## src/rtl/thread_ready_queue_manager_macros.svh

```systemverilog
// ----------------------------------------------------------------------------
// thread_ready_queue_manager_macros
// Assertion macros for the thread ready-queue manager, clocked on clk and
// disabled while rst_n is low.
// ----------------------------------------------------------------------------
`ifndef THREAD_READY_QUEUE_MANAGER_MACROS_SVH
`define THREAD_READY_QUEUE_MANAGER_MACROS_SVH

// Checks that an antecedent implies a consequent in the same cycle.
`define TRQM_ASSERT_IMPLY(label, ante, cons, msg) \
    label: assert property (@(posedge clk) disable iff (!rst_n) (ante) |-> (cons)) \
        else $error(msg);

// Checks that an antecedent implies a consequent in the next cycle.
`define TRQM_ASSERT_NEXT(label, ante, cons, msg) \
    label: assert property (@(posedge clk) disable iff (!rst_n) (ante) |=> (cons)) \
        else $error(msg);

`endif

```

## src/rtl/trqm_pkg.sv

```systemverilog
// ----------------------------------------------------------------------------
// trqm_pkg
// Shared types and constants of the thread ready-queue manager.
// ----------------------------------------------------------------------------
package trqm_pkg;

    localparam int PRIORITY_LEVELS_DEF = 16;
    localparam int THREAD_SLOTS_DEF    = 32;

    localparam logic [3:0] CMD_INIT      = 4'd0;
    localparam logic [3:0] CMD_START     = 4'd1;
    localparam logic [3:0] CMD_READY     = 4'd2;
    localparam logic [3:0] CMD_RESUME    = 4'd3;
    localparam logic [3:0] CMD_WAKEUP    = 4'd4;
    localparam logic [3:0] CMD_SLEEP     = 4'd5;
    localparam logic [3:0] CMD_SLEEP_IPC = 4'd6;
    localparam logic [3:0] CMD_TERMINATE = 4'd7;
    localparam logic [3:0] CMD_SET_PRIO  = 4'd8;

    localparam logic [1:0] ST_INIT  = 2'd0;
    localparam logic [1:0] ST_READY = 2'd1;
    localparam logic [1:0] ST_SUSP  = 2'd2;
    localparam logic [1:0] ST_TERM  = 2'd3;

    // One decoded command as it travels from the front end to the back end.
    typedef struct packed {
        logic [3:0]  command;
        logic [4:0]  thread_id;
        logic [3:0]  new_priority;
        logic        timer_start;
        logic [31:0] delay_ticks;
        logic        run_match;
    } trqm_cmd_t;

    // Result fields handed to the output register.
    typedef struct packed {
        logic        result_code;
        logic        schedule_request;
        logic        timer_start;
        logic [31:0] timer_delay;
        logic [15:0] ready_mask;
    } trqm_res_t;

endpackage

```

## src/rtl/trqm_front.sv

```systemverilog
// ----------------------------------------------------------------------------
// trqm_front
// Accepts commands, compares the sleep delay with the forever value and
// pushes decoded commands into a two-entry queue.
// ----------------------------------------------------------------------------
module trqm_front
(
    input  logic                 clk,
    input  logic                 rst_n,
    input  logic                 cfg_wr_en,
    input  logic [31:0]          cfg_wr_data,
    input  logic                 s_tvalid,
    output logic                 s_tready,
    input  logic [49:0]          s_tdata,
    output logic                 q_valid,
    input  logic                 q_pop,
    output trqm_pkg::trqm_cmd_t  q_cmd
);

    logic [31:0]         forever_reg;
    trqm_pkg::trqm_cmd_t fifo_reg [2];
    logic                rd_ptr_reg, wr_ptr_reg;
    logic [1:0]          count_reg;
    trqm_pkg::trqm_cmd_t in_cmd;
    logic                push;

    always_comb
    begin
        in_cmd.command      = s_tdata[3:0];
        in_cmd.thread_id    = s_tdata[8:4];
        in_cmd.new_priority = s_tdata[12:9];
        in_cmd.delay_ticks  = s_tdata[44:13];
        in_cmd.run_match    = (s_tdata[49:45] == s_tdata[8:4]) ? 1'b1 : 1'b0;
        in_cmd.timer_start  = (s_tdata[44:13] != forever_reg);
    end

    assign s_tready = (count_reg != 2'd2);
    assign push     = s_tvalid && s_tready;
    assign q_valid  = (count_reg != 2'd0);
    assign q_cmd    = fifo_reg[rd_ptr_reg];

    always_ff @(posedge clk or negedge rst_n)
    begin
        if (!rst_n)
        begin
            forever_reg <= 32'hFFFF_FFFF;
            rd_ptr_reg  <= 1'b0;
            wr_ptr_reg  <= 1'b0;
            count_reg   <= 2'd0;
        end
        else
        begin
            if (cfg_wr_en)
            begin
                forever_reg <= cfg_wr_data;
            end
            if (push)
            begin
                wr_ptr_reg <= ~wr_ptr_reg;
            end
            if (q_pop)
            begin
                rd_ptr_reg <= ~rd_ptr_reg;
            end
            count_reg <= count_reg + {1'b0, push} - {1'b0, q_pop};
        end
    end

    always_ff @(posedge clk)
    begin
        if (push)
        begin
            fifo_reg[wr_ptr_reg] <= in_cmd;
        end
    end

endmodule

```

## src/rtl/trqm_back.sv

```systemverilog
// ----------------------------------------------------------------------------
// trqm_back
// Carries out one command at a time on the status, priority and link tables
// with a short sequencer, and holds the result in an output register.
// ----------------------------------------------------------------------------
module trqm_back
#(
    parameter int PRIORITY_LEVELS = trqm_pkg::PRIORITY_LEVELS_DEF,
    parameter int THREAD_SLOTS    = trqm_pkg::THREAD_SLOTS_DEF
)
(
    input  logic                 clk,
    input  logic                 rst_n,
    input  logic                 q_valid,
    output logic                 q_pop,
    input  trqm_pkg::trqm_cmd_t  q_cmd,
    output logic                 m_tvalid,
    input  logic                 m_tready,
    output trqm_pkg::trqm_res_t  m_res
);

    localparam int TW = $clog2(THREAD_SLOTS);
    localparam int LW = TW + 1;
    localparam int PW = $clog2(PRIORITY_LEVELS);
    localparam logic [LW-1:0] NIL = LW'(THREAD_SLOTS);

    typedef enum logic [2:0] {S_IDLE, S_REMOVE, S_APPEND, S_REQUEUE, S_DONE} state_t;

    state_t                state_reg;
    trqm_pkg::trqm_cmd_t   cmd_reg;
    logic [1:0]            status_reg [THREAD_SLOTS];
    logic [PW-1:0]         prio_reg   [THREAD_SLOTS];
    logic [LW-1:0]         next_reg   [THREAD_SLOTS];
    logic [LW-1:0]         prev_reg   [THREAD_SLOTS];
    logic [LW-1:0]         head_reg   [PRIORITY_LEVELS];
    logic [LW-1:0]         tail_reg   [PRIORITY_LEVELS];
    logic [PRIORITY_LEVELS-1:0] bitmap_reg;
    logic [LW-1:0]         thead_reg, ttail_reg;
    logic                  err_reg, sched_reg, tstart_reg;
    logic                  out_valid_reg;
    trqm_pkg::trqm_res_t   res_reg;

    logic [TW-1:0]         t;
    logic [1:0]            st;
    logic [PW-1:0]         np;
    logic                  tid_ok;
    logic                  to_term;
    logic [PW-1:0]         cur_p;
    logic [LW-1:0]         rp, rn, lt;

    assign t      = TW'(cmd_reg.thread_id);
    assign tid_ok = ({27'd0, cmd_reg.thread_id} < 32'(THREAD_SLOTS));
    assign st     = status_reg[t];
    assign np     = ({28'd0, cmd_reg.new_priority} >= 32'(PRIORITY_LEVELS)) ?
                    PW'(PRIORITY_LEVELS - 1) : PW'(cmd_reg.new_priority);
    assign cur_p  = prio_reg[t];
    assign rp     = prev_reg[t];
    assign rn     = next_reg[t];
    assign to_term = (cmd_reg.command == trqm_pkg::CMD_TERMINATE);
    assign lt     = to_term ? ttail_reg : tail_reg[cur_p];

    assign q_pop    = (state_reg == S_IDLE) && q_valid;
    assign m_tvalid = out_valid_reg;
    assign m_res    = res_reg;

    always_ff @(posedge clk or negedge rst_n)
    begin
        if (!rst_n)
        begin
            state_reg     <= S_IDLE;
            cmd_reg       <= '0;
            res_reg       <= '0;
            out_valid_reg <= 1'b0;
            bitmap_reg    <= '0;
            thead_reg     <= NIL;
            ttail_reg     <= NIL;
            err_reg       <= 1'b0;
            sched_reg     <= 1'b0;
            tstart_reg    <= 1'b0;
            for (int i = 0; i < THREAD_SLOTS; i++)
            begin
                status_reg[i] <= trqm_pkg::ST_INIT;
                prio_reg[i]   <= '0;
                next_reg[i]   <= NIL;
                prev_reg[i]   <= NIL;
            end
            for (int i = 0; i < PRIORITY_LEVELS; i++)
            begin
                head_reg[i] <= NIL;
                tail_reg[i] <= NIL;
            end
        end
        else
        begin
            if (out_valid_reg && m_tready)
            begin
                out_valid_reg <= 1'b0;
            end
            case (state_reg)
                S_IDLE:
                begin
                    if (q_valid)
                    begin
                        cmd_reg   <= q_cmd;
                        state_reg <= S_REMOVE;
                    end
                end
                S_REMOVE:
                begin
                    // Decide the command and unlink the thread where needed.
                    err_reg    <= 1'b0;
                    sched_reg  <= 1'b0;
                    tstart_reg <= 1'b0;
                    state_reg  <= S_DONE;
                    if (!tid_ok)
                    begin
                        err_reg <= 1'b1;
                    end
                    else
                    begin
                        case (cmd_reg.command)
                            trqm_pkg::CMD_INIT:
                            begin
                                if (st == trqm_pkg::ST_READY || st == trqm_pkg::ST_TERM)
                                begin
                                    if (rp != NIL) next_reg[rp[TW-1:0]] <= rn;
                                    else if (st == trqm_pkg::ST_READY) head_reg[cur_p] <= rn;
                                    else thead_reg <= rn;
                                    if (rn != NIL) prev_reg[rn[TW-1:0]] <= rp;
                                    else if (st == trqm_pkg::ST_READY) tail_reg[cur_p] <= rp;
                                    else ttail_reg <= rp;
                                    if (st == trqm_pkg::ST_READY && rp == NIL && rn == NIL)
                                        bitmap_reg[cur_p] <= 1'b0;
                                    next_reg[t] <= NIL;
                                    prev_reg[t] <= NIL;
                                end
                                status_reg[t] <= trqm_pkg::ST_INIT;
                                prio_reg[t]   <= np;
                            end
                            trqm_pkg::CMD_START:
                            begin
                                if (st == trqm_pkg::ST_INIT)
                                begin
                                    sched_reg <= 1'b1;
                                    state_reg <= S_APPEND;
                                end
                            end
                            trqm_pkg::CMD_READY, trqm_pkg::CMD_RESUME,
                            trqm_pkg::CMD_WAKEUP:
                            begin
                                if (st == trqm_pkg::ST_TERM)
                                    err_reg <= 1'b1;
                                else if (st != trqm_pkg::ST_READY)
                                begin
                                    sched_reg <= (cmd_reg.command == trqm_pkg::CMD_RESUME);
                                    state_reg <= S_APPEND;
                                end
                            end
                            trqm_pkg::CMD_SLEEP, trqm_pkg::CMD_SLEEP_IPC,
                            trqm_pkg::CMD_TERMINATE, trqm_pkg::CMD_SET_PRIO:
                            begin
                                if (cmd_reg.command != trqm_pkg::CMD_SET_PRIO &&
                                    st == trqm_pkg::ST_TERM)
                                    err_reg <= 1'b1;
                                else if (cmd_reg.command != trqm_pkg::CMD_TERMINATE &&
                                         cmd_reg.command != trqm_pkg::CMD_SET_PRIO &&
                                         st == trqm_pkg::ST_SUSP)
                                begin
                                end
                                else
                                begin
                                    if (st == trqm_pkg::ST_READY)
                                    begin
                                        if (rp != NIL) next_reg[rp[TW-1:0]] <= rn;
                                        else head_reg[cur_p] <= rn;
                                        if (rn != NIL) prev_reg[rn[TW-1:0]] <= rp;
                                        else tail_reg[cur_p] <= rp;
                                        if (rp == NIL && rn == NIL)
                                            bitmap_reg[cur_p] <= 1'b0;
                                        next_reg[t] <= NIL;
                                        prev_reg[t] <= NIL;
                                    end
                                    if (cmd_reg.command == trqm_pkg::CMD_SET_PRIO)
                                    begin
                                        prio_reg[t] <= np;
                                        if (st == trqm_pkg::ST_READY)
                                            state_reg <= S_REQUEUE;
                                    end
                                    else if (to_term)
                                    begin
                                        sched_reg <= cmd_reg.run_match;
                                        state_reg <= S_APPEND;
                                    end
                                    else
                                    begin
                                        tstart_reg    <= cmd_reg.timer_start;
                                        sched_reg     <= 1'b1;
                                        status_reg[t] <= trqm_pkg::ST_SUSP;
                                    end
                                end
                            end
                            default:
                            begin
                            end
                        endcase
                    end
                end
                S_REQUEUE, S_APPEND:
                begin
                    // Join the tail of the ready queue or the terminate list.
                    next_reg[t] <= NIL;
                    prev_reg[t] <= lt;
                    if (lt != NIL) next_reg[lt[TW-1:0]] <= {1'b0, t};
                    else if (to_term) thead_reg <= {1'b0, t};
                    else head_reg[cur_p] <= {1'b0, t};
                    if (to_term)
                    begin
                        ttail_reg     <= {1'b0, t};
                        status_reg[t] <= trqm_pkg::ST_TERM;
                    end
                    else
                    begin
                        tail_reg[cur_p]   <= {1'b0, t};
                        bitmap_reg[cur_p] <= 1'b1;
                        status_reg[t]     <= trqm_pkg::ST_READY;
                    end
                    state_reg <= S_DONE;
                end
                S_DONE:
                begin
                    if (!out_valid_reg || m_tready)
                    begin
                        res_reg.result_code      <= err_reg;
                        res_reg.schedule_request <= sched_reg;
                        res_reg.timer_start      <= tstart_reg;
                        res_reg.timer_delay      <= tstart_reg ? cmd_reg.delay_ticks : 32'd0;
                        res_reg.ready_mask       <= 16'(bitmap_reg);
                        out_valid_reg            <= 1'b1;
                        state_reg                <= S_IDLE;
                    end
                end
                default:
                begin
                    state_reg <= S_IDLE;
                end
            endcase
        end
    end

endmodule

```

## src/rtl/thread_ready_queue_manager.sv

```systemverilog
// ----------------------------------------------------------------------------
// thread_ready_queue_manager: thread commands on priority ready queues.
// A command passes the two-entry queue, then the states remove and done; append or
// requeue comes between when the thread joins a list. The sequencer takes one command at a time.
// Reset: asynchronous; lists empty, threads in init at priority 0, forever all ones.
// ----------------------------------------------------------------------------
`include "thread_ready_queue_manager_macros.svh"

module thread_ready_queue_manager
#(
    parameter int PRIORITY_LEVELS = trqm_pkg::PRIORITY_LEVELS_DEF,
    parameter int THREAD_SLOTS    = trqm_pkg::THREAD_SLOTS_DEF
)
(
    input  logic        clk,
    input  logic        rst_n,
    // Configuration: forever_delay register.
    input  logic        cfg_wr_en,
    input  logic [31:0] cfg_wr_data,
    input  logic        s_tvalid,
    output logic        s_tready,
    // command[3:0], thread_id[8:4], new_priority[12:9], delay_ticks[44:13],
    // running_thread[49:45], zero fill to 56 bits.
    input  logic [55:0] s_tdata,
    output logic        m_tvalid,
    input  logic        m_tready,
    // result_code[0], schedule_request[1], timer_start[2], timer_delay[34:3],
    // ready_mask[50:35], zero fill to 56 bits.
    output logic [55:0] m_tdata
);

    // The front end takes every transfer into a two-entry queue, so
    // it never waits on the back end unless both entries are full.
    logic                q_valid, q_pop;
    trqm_pkg::trqm_cmd_t q_cmd;
    trqm_pkg::trqm_res_t res;

    // The front end sees the command fields without the zero fill.
    trqm_front u_front
    (
        .clk         (clk),
        .rst_n       (rst_n),
        .cfg_wr_en   (cfg_wr_en),
        .cfg_wr_data (cfg_wr_data),
        .s_tvalid    (s_tvalid),
        .s_tready    (s_tready),
        .s_tdata     (s_tdata[49:0]),
        .q_valid     (q_valid),
        .q_pop       (q_pop),
        .q_cmd       (q_cmd)
    );

    trqm_back #(
        .PRIORITY_LEVELS (PRIORITY_LEVELS),
        .THREAD_SLOTS    (THREAD_SLOTS)
    ) u_back
    (
        .clk      (clk),
        .rst_n    (rst_n),
        .q_valid  (q_valid),
        .q_pop    (q_pop),
        .q_cmd    (q_cmd),
        .m_tvalid (m_tvalid),
        .m_tready (m_tready),
        .m_res    (res)
    );

    assign m_tdata = {5'd0, res.ready_mask, res.timer_delay, res.timer_start,
                      res.schedule_request, res.result_code};

    // A result that does not start a timer carries a zero delay.
    `TRQM_ASSERT_IMPLY(a_dly_zero, m_tvalid && !res.timer_start, res.timer_delay == '0, "stray delay")
    // A timer is never started together with an error.
    `TRQM_ASSERT_IMPLY(a_timer_ok, m_tvalid && res.timer_start, !res.result_code, "timer on error")
    // A stalled result holds its data.
    `TRQM_ASSERT_NEXT(a_hold, m_tvalid && !m_tready, m_tvalid && $stable(m_tdata), "unstable result")

endmodule
```

## config.mk

```make
export PLATFORM = sky130hd
export DESIGN_NAME = thread_ready_queue_manager
export DESIGN_NICKNAME = d
export VERILOG_FILES = /design/src/rtl/trqm_pkg.sv /design/src/rtl/trqm_front.sv /design/src/rtl/trqm_back.sv /design/src/rtl/thread_ready_queue_manager.sv
export VERILOG_INCLUDE_DIRS = /design/src /design/src/rtl
export SDC_FILE = /design/constraint.sdc
export NUM_CORES = 2
export LEC_CHECK = 0
export BUFFER_PORTS_ARGS = -buffer_cell sky130_fd_sc_hd__buf_2
export CAP_MARGIN = 15
export CORE_UTILIZATION = 50
export CTS_BUF_LIST = sky130_fd_sc_hd__clkbuf_4 sky130_fd_sc_hd__clkbuf_8
export DETAILED_ROUTE_END_ITERATION = 16
export PLACE_DENSITY = 0.66
export SKIP_CTS_REPAIR_TIMING = 1
export SYNTH_ARGS = -nofsm -noshare
export SYNTH_HDL_FRONTEND = slang
export SYNTH_SLANG_ARGS = --single-unit
```

## constraint.sdc

```tcl
create_clock -name clk -period 12.25 [get_ports clk]
set_input_delay 1.225 -clock clk [delete_from_list [all_inputs] [get_ports clk]]
set_output_delay 1.225 -clock clk [all_outputs]
set_load 0.03 [all_outputs]
```

---- Word-level counts from Yosys, hierarchy flattened ----
Memory sizes are Yosys's and may differ from the RTL's. A register that Yosys moved wholly into a read port is not among the register bits.
Index checks and enable logic that the tools add are counted.
cells by class
  add/subtract/negate cells ............... 2
  order comparisons ....................... 12
  eq/ne operators ......................... 49
  multiplexer cells ....................... 141
  bitwise gates (word level) .............. 30
  reductions and logical operators ........ 37
operators with widths
  kind                                       number
  192-bit 2-to-1 mux                         27
  192-bit case mux with 2 select lines       4
  160-bit AND                                5
  192-bit bitwise mux                        4
  96-bit 2-to-1 mux                          8
  128-bit 2-to-1 mux                         3
  96-bit case mux with 2 select lines        2
  64-bit 2-to-1 mux                          5
  128-bit case mux with 2 select lines       1
  64-bit case mux with 2 select lines        2
  32-bit bitwise OR                          7
  96-bit bitwise mux                         2
  160-bit inverter                           1
  128-bit bitwise mux                        1
  6-bit demux with 5-bit select              4
  16-bit 2-to-1 mux                          7
  6-bit 2-to-1 mux                           17
  32-bit AND                                 2
  64-bit AND                                 1
  32-bit inverter                            2
  64-bit inverter                            1
  64-bit bitwise OR                          1
  16-bit case mux with 2 select lines        2
  6-bit binary-select mux with 5-bit select  2
  65 further kinds                           160
word-level totals
  register bits ........................... 788
  RAM bits ................................ 94
  input bits .............................. 93
  output and inout port bits .............. 58
  logic and storage cells ................. 432
  memories kept ........................... 1
memory list
  name              depth  width  rd ports  clocked after Yosys merged registers in  wr ports  RTL line          text
  u_front.fifo_reg  2      47     1         1                                        1         trqm_front.sv:21  trqm_pkg::trqm_cmd_t fifo_reg [2];

---- Longest topological paths before layout ----
  depth in word-level cells ............... 22
  depth in mapped cells ................... 21
  depth with buffers taken out ............ 11

---- By module ----
A second synthesis with hierarchy kept.
second synthesis, totals
  cell total of the unflattened synthesis .. 4226
  area total of the unflattened synthesis .. 46557.2 µm²
by module, submodules not included
  module                      times used  cells each  area an instance (µm²)  sequential area each (µm²)
  trqm_back                   1           3938        41210.8                 20095.5
  trqm_front                  1           282         5305.1                  3763.6
  thread_ready_queue_manager  1           6           41.3                    0.0

---- Least setup slack after synthesis ----
No wires, ideal clock.
  path type ............................... register to register
  start point ............................. register u_back.cmd_reg (netlist bit u_back.t[0])
  end point ............................... register with a tool-made name
  library setup time ...................... 125 ps
  arrival time ............................ 3879 ps
  data required time ...................... 12125 ps
  path slack .............................. 8246 ps
  stages on the path, launching flop included .. 17
  buffers on the path ..................... 7
  period minus slack after synthesis ...... 4004 ps
  path through ............................ dfrtp_1 buf_4 buf_6 buf_6 buf_6 buf_4 buf_2 mux4_2 a22oi_1 nand4_1 a21boi_0 o21a_1 buf_2 o211ai_2 o21bai_4 nor4_1 mux2_2
RTL lines
  item                      RTL line          text
  start: declaration        trqm_back.sv:30   trqm_pkg::trqm_cmd_t cmd_reg;
  start signal: assignment  trqm_back.sv:104  cmd_reg <= q_cmd;

---- Final worst setup path ----
  start point ............................. register u_back.cmd_reg (netlist bit u_back.t[0])
  end point ............................... register u_back.next_reg[56] (netlist name)
between the ends
  cells in the longest elaborated chain, start to end .. 22
  elaborated cells on any way between the ends .. 70
  those cells by class .................... order compare (6); eq/ne (9); mux (40); bitwise (8); reduce/logical (7)
ends and longest elaborated chain
  item                                                                                                                             RTL line                            text
  5-bit inverter with 6-bit output (not written as such) (*)                                                                       n/a
  6-bit binary-select mux with 5-bit select                                                                                        trqm_back.sv:57                     assign rp = prev_reg[t];
  6-bit 2-to-1 mux (not written as such) (2 in a row)                                                                              trqm_back.sv:57
  5-bit inverter with 6-bit output (not written as such)                                                                           trqm_back.sv:126, trqm_back.sv:174
  6-bit greater-or-equal comparator (not written as such) / 6-bit by 1-bit < comparator with 1-bit output (equally long branches)  trqm_back.sv:126, trqm_back.sv:174
  1-bit logical AND (not written as such)                                                                                          trqm_back.sv:126, trqm_back.sv:174
  6-bit 2-to-1 mux (not written as such)                                                                                           trqm_back.sv:126, trqm_back.sv:174
  6-bit demux with 5-bit select                                                                                                    trqm_back.sv:126, trqm_back.sv:174
  (+5 left out)                                                                                                                    n/a
  192-bit 2-to-1 mux                                                                                                               trqm_back.sv:121                    case (cmd_reg.command)
  192-bit 2-to-1 mux                                                                                                               trqm_back.sv:99                     case (state_reg)
  160-bit AND (no line)                                                                                                            n/a
  192-bit 2-to-1 mux                                                                                                               trqm_back.sv:172                    if (st == trqm_pkg::ST_READY)
  192-bit 2-to-1 mux                                                                                                               trqm_back.sv:165                    else if (cmd_reg.command != trqm_pkg::CMD_TERMINATE &&
  192-bit 2-to-1 mux                                                                                                               trqm_back.sv:162                    if (cmd_reg.command != trqm_pkg::CMD_SET_PRIO &&
  192-bit case mux with 2 select lines                                                                                             trqm_back.sv:121
  192-bit case mux with 2 select lines                                                                                             trqm_back.sv:99
  end signal: indexed assignment                                                                                                   trqm_back.sv:126                    if (rp != NIL) next_reg[rp[TW-1:0]] <= rn;
  end signal: indexed assignment                                                                                                   trqm_back.sv:174                    if (rp != NIL) next_reg[rp[TW-1:0]] <= rn;
  end signal: indexed assignment                                                                                                   trqm_back.sv:213                    if (lt != NIL) next_reg[lt[TW-1:0]] <= {1'b0, t};
  end: declaration                                                                                                                 trqm_back.sv:33                     logic [LW-1:0] next_reg [THREAD_SLOTS];
Mark *: on every way between the ends. The rest lies on a longest branch, timed or not. The select of a mux whose other input is x is not followed.
A chain may end at the register's enable or synchronous reset.

==> out/results.txt <==
WL/cell -> 25.3 µm
drt first pass iters -> 6
DRC errors left -> 0
area growth from synthesis to layout -> 10.8%
fraction of synthesis flops using an asynchronous set or reset pin -> 89.9%
CTS tree -> yes
Worst-Skew Late Latency -> 0.91 ns
antenna violations before repair -> 3
most frequent cells in the layout -> 719 x dfrtp_1, 696 x nand2_1, 447 x o21ai_0, 354 x a21oi_1, 346 x nor2_1
R2R depth -> 13
GR Overflow Total -> 0
initial core utilization -> 50.6%
Die X -> 312 µm
power per standard cell area -> 269 nW/µm²
Setup Viol. Count Final -> 0
Die H -> 312 µm
CP max FO -> 52
setup_tns -> 0 ns
largest net degree at the start of global routing -> 168
register area -> 23900 µm²
Critical Path AT -> 8.33 ns
Slew HR -> 17.2%
clk buf depth -> 3
Top FF cell, synth -> dfrtp_1
DR iter-0 viols -> 4783
fmax -> 0.131 GHz
final critical-path required period -> 7.64 ns
crit share post-route -> 62.3%
maxcap violations -> 0
final layout net count -> 4910
largest stage delay on the critical path -> 1.21 ns
Leak Pwr -> 0.0221 µW
total power -> 14400 µW
Synth Register Bits -> 929
All-Layer GR Usage -> 32.1%
Final HPWL DP -> 103000 µm
maximum vdd ir drop -> 0.302 mV
actual slew at the worst max-slew pin -> 1.24 ns
routed vias -> 40300
io pins -> 151
Max Clock Skew -> 0.0590 ns
# rows -> 113
most common cell after layout, fill and taps aside -> dfrtp_1
Worst path depth -> 13
gpl congestion -> 0.984
Crit-path slowest cell -> nor3_1
crit path launch type -> register
input/output buffers -> 139
Distinct cells, synth -> 95
Mapped Cells -> 4778
Post-synth EDFFs -> 94
multi-input logic area -> 22600 µm²
CP delay by family, top -> simple AND/OR/NAND/NOR gates
final max-slew violation count -> 0
share of cells above drive strength 1 -> 21.1%
worst path cell trace -> buf_4 -> mux2_2 -> a22o_1 -> nor4_4 -> nand2_2 -> buf_4 -> mux2i_1 -> o22ai_1 -> or3_1 -> nand2_1 -> nand4_1 -> nor3_1 -> o211ai_1
synthesized area per cell -> 10.1 µm²
status -> complete, no violations
synthesized cell area -> 48100 µm²
Layout fillers -> 8181
Core ar. -> 95200 µm²
DR vias/cell -> 6.49
min-delay worst type -> input pin to async pin
Worst-path clk slew -> 0.06 ns
Yosys Warn Count -> 0
clk sinks -> 929
CTS Root Cell -> clkbuf_8
first-pass GRT wire length -> 240000 µm
Worst Setup End Kind -> register
ANT nets after route -> 0
H-tree Lvls -> 4
cell repeated most along the worst path -> buf_4
final hold violation count -> 0
Worst EP required -> 12.95 ns
vias in the first global route -> 39300
critical path class -> register to register
post-synthesis sequential area ratio -> 49.6%
die area -> 97500 µm²
Layout Utilization -> 56.1%
CP bufs+invs -> 2
Num CTS Buffers -> 160
total routed wirelength -> 157000 µm
unrepaired setup endpoints after global routing -> no
## worst paths after layout
kind	from	to	slack, ns
setup / recovery	u_back.t[0]	u_back.next_reg[56]	4.61
hold / removal	rst_n	u_back.prev_reg[37]	0.38
setup reg to reg	u_back.t[0]	u_back.next_reg[56]	4.61
hold reg to reg	u_back.prev_reg[107]	u_back.prev_reg[107]	0.46
max in group asynchronous	rst_n	u_front.count_reg[0]	9.57
min in group clk	u_back.prev_reg[107]	u_back.prev_reg[107]	0.46
## cell families (layout without fill, tap and decap cells)
group / after synthesis / in the layout / synth area share (%)
adders and majority gates: 3 / 3 / 0.0728
buffers and inverters: 435 / 603 / 3.81
AOI/OAI and AO/OA: 1343 / 1343 / 17.8
and+or+nand+nor: 1528 / 1528 / 14.1
DFF: 929 / 929 / 49.6
xor gates and xnor gates: 42 / 42 / 0.764
muxes: 497 / 497 / 13.8
other: 1 / 7 / 0.00779
## per-layer routing
metal | track usage (%) | vias up | wire [µm] | share of wire, %
li1 | - | 17600 | - | -
met1 | 43.1 | 19800 | 63300 | 40
met2 | 48.3 | 2335 | 70600 | 45
met3 | 8.23 | 509 | 15500 | 9.9
met4 | 16.0 | 6 | 7610 | 4.8
met5 | 0 | - | 170 | 0.11
## power breakdown
group | switching (µW) | leakage [µW] | total (µW) | internal, µW
logic | 4940 | 0.00839 | 6790 | 1850
registers | 606 | 0.0119 | 4540 | 3940
clock network | 1370 | 0.00185 | 3030 | 1660
total | 6920 | 0.0221 | 14400 | 7440
## cells in the mapped netlist, types with 11 or more instances
cell type	number	area share, %
nor4_1	35	0.45
o32ai_1	11	0.20
nand4_1	46	0.60
a22o_1	77	1.4
dfstp_2	113	6.2
and2_1	21	0.27
dfrtp_1	722	38
nor2b_1	11	0.14
a21o_1	20	0.31
nor2_1	353	2.8
o2111a_1	28	0.65
and4_1	11	0.20
or3_1	11	0.14
edfxtp_1	94	5.9
buf_4	18	0.28
a2bb2oi_1	39	0.71
inv_1	58	0.45
a311o_1	11	0.23
o211ai_1	80	1.2
o22a_1	12	0.22
mux4_2	112	5.2
nand2b_1	17	0.22
o2111ai_1	13	0.24
and3_1	21	0.27
mux2_2	210	4.9
xnor2_1	38	0.69
nor2_2	16	0.21
buf_2	66	0.69
mux2_1	14	0.33
nor3_1	72	0.75
a31oi_1	21	0.27
clkbuf_1	251	2.0
mux2i_1	161	3.3
buf_1	32	0.25
a22oi_1	82	1.3
nand3_1	166	1.7
a2111oi_0	27	0.49
a21oi_1	356	3.7
o2bb2ai_1	15	0.27
nand2_1	696	5.4
a221o_1	22	0.46
o22ai_1	16	0.21
o21ai_0	447	4.6
## through the flow
step	hold slack, ns	worst slack [ns]	area (µm²)	instances
floorplan	0.438	8.25	48200	4782
global placement	0.448	4.97	49800	5914
detailed placement	0.451	4.89	49800	5915
CTS	0.387	4.84	53300	6212
global route	0.442	4.43	53300	6216
finish	0.380	4.61	53400	6217
## layout make-up
cell class | count | share of cell area, %
clock inverter | 28 | 0.453
timing repair buffer | 246 | 3.02
inverter | 60 | 0.422
tap | 1265 | 2.97
sequential | 929 | 44.7
clock buffer | 269 | 6.00
multi-input combinational | 3418 | 42.4
antenna | 2 | 0.00938
(Power assumes the default switching activity.)
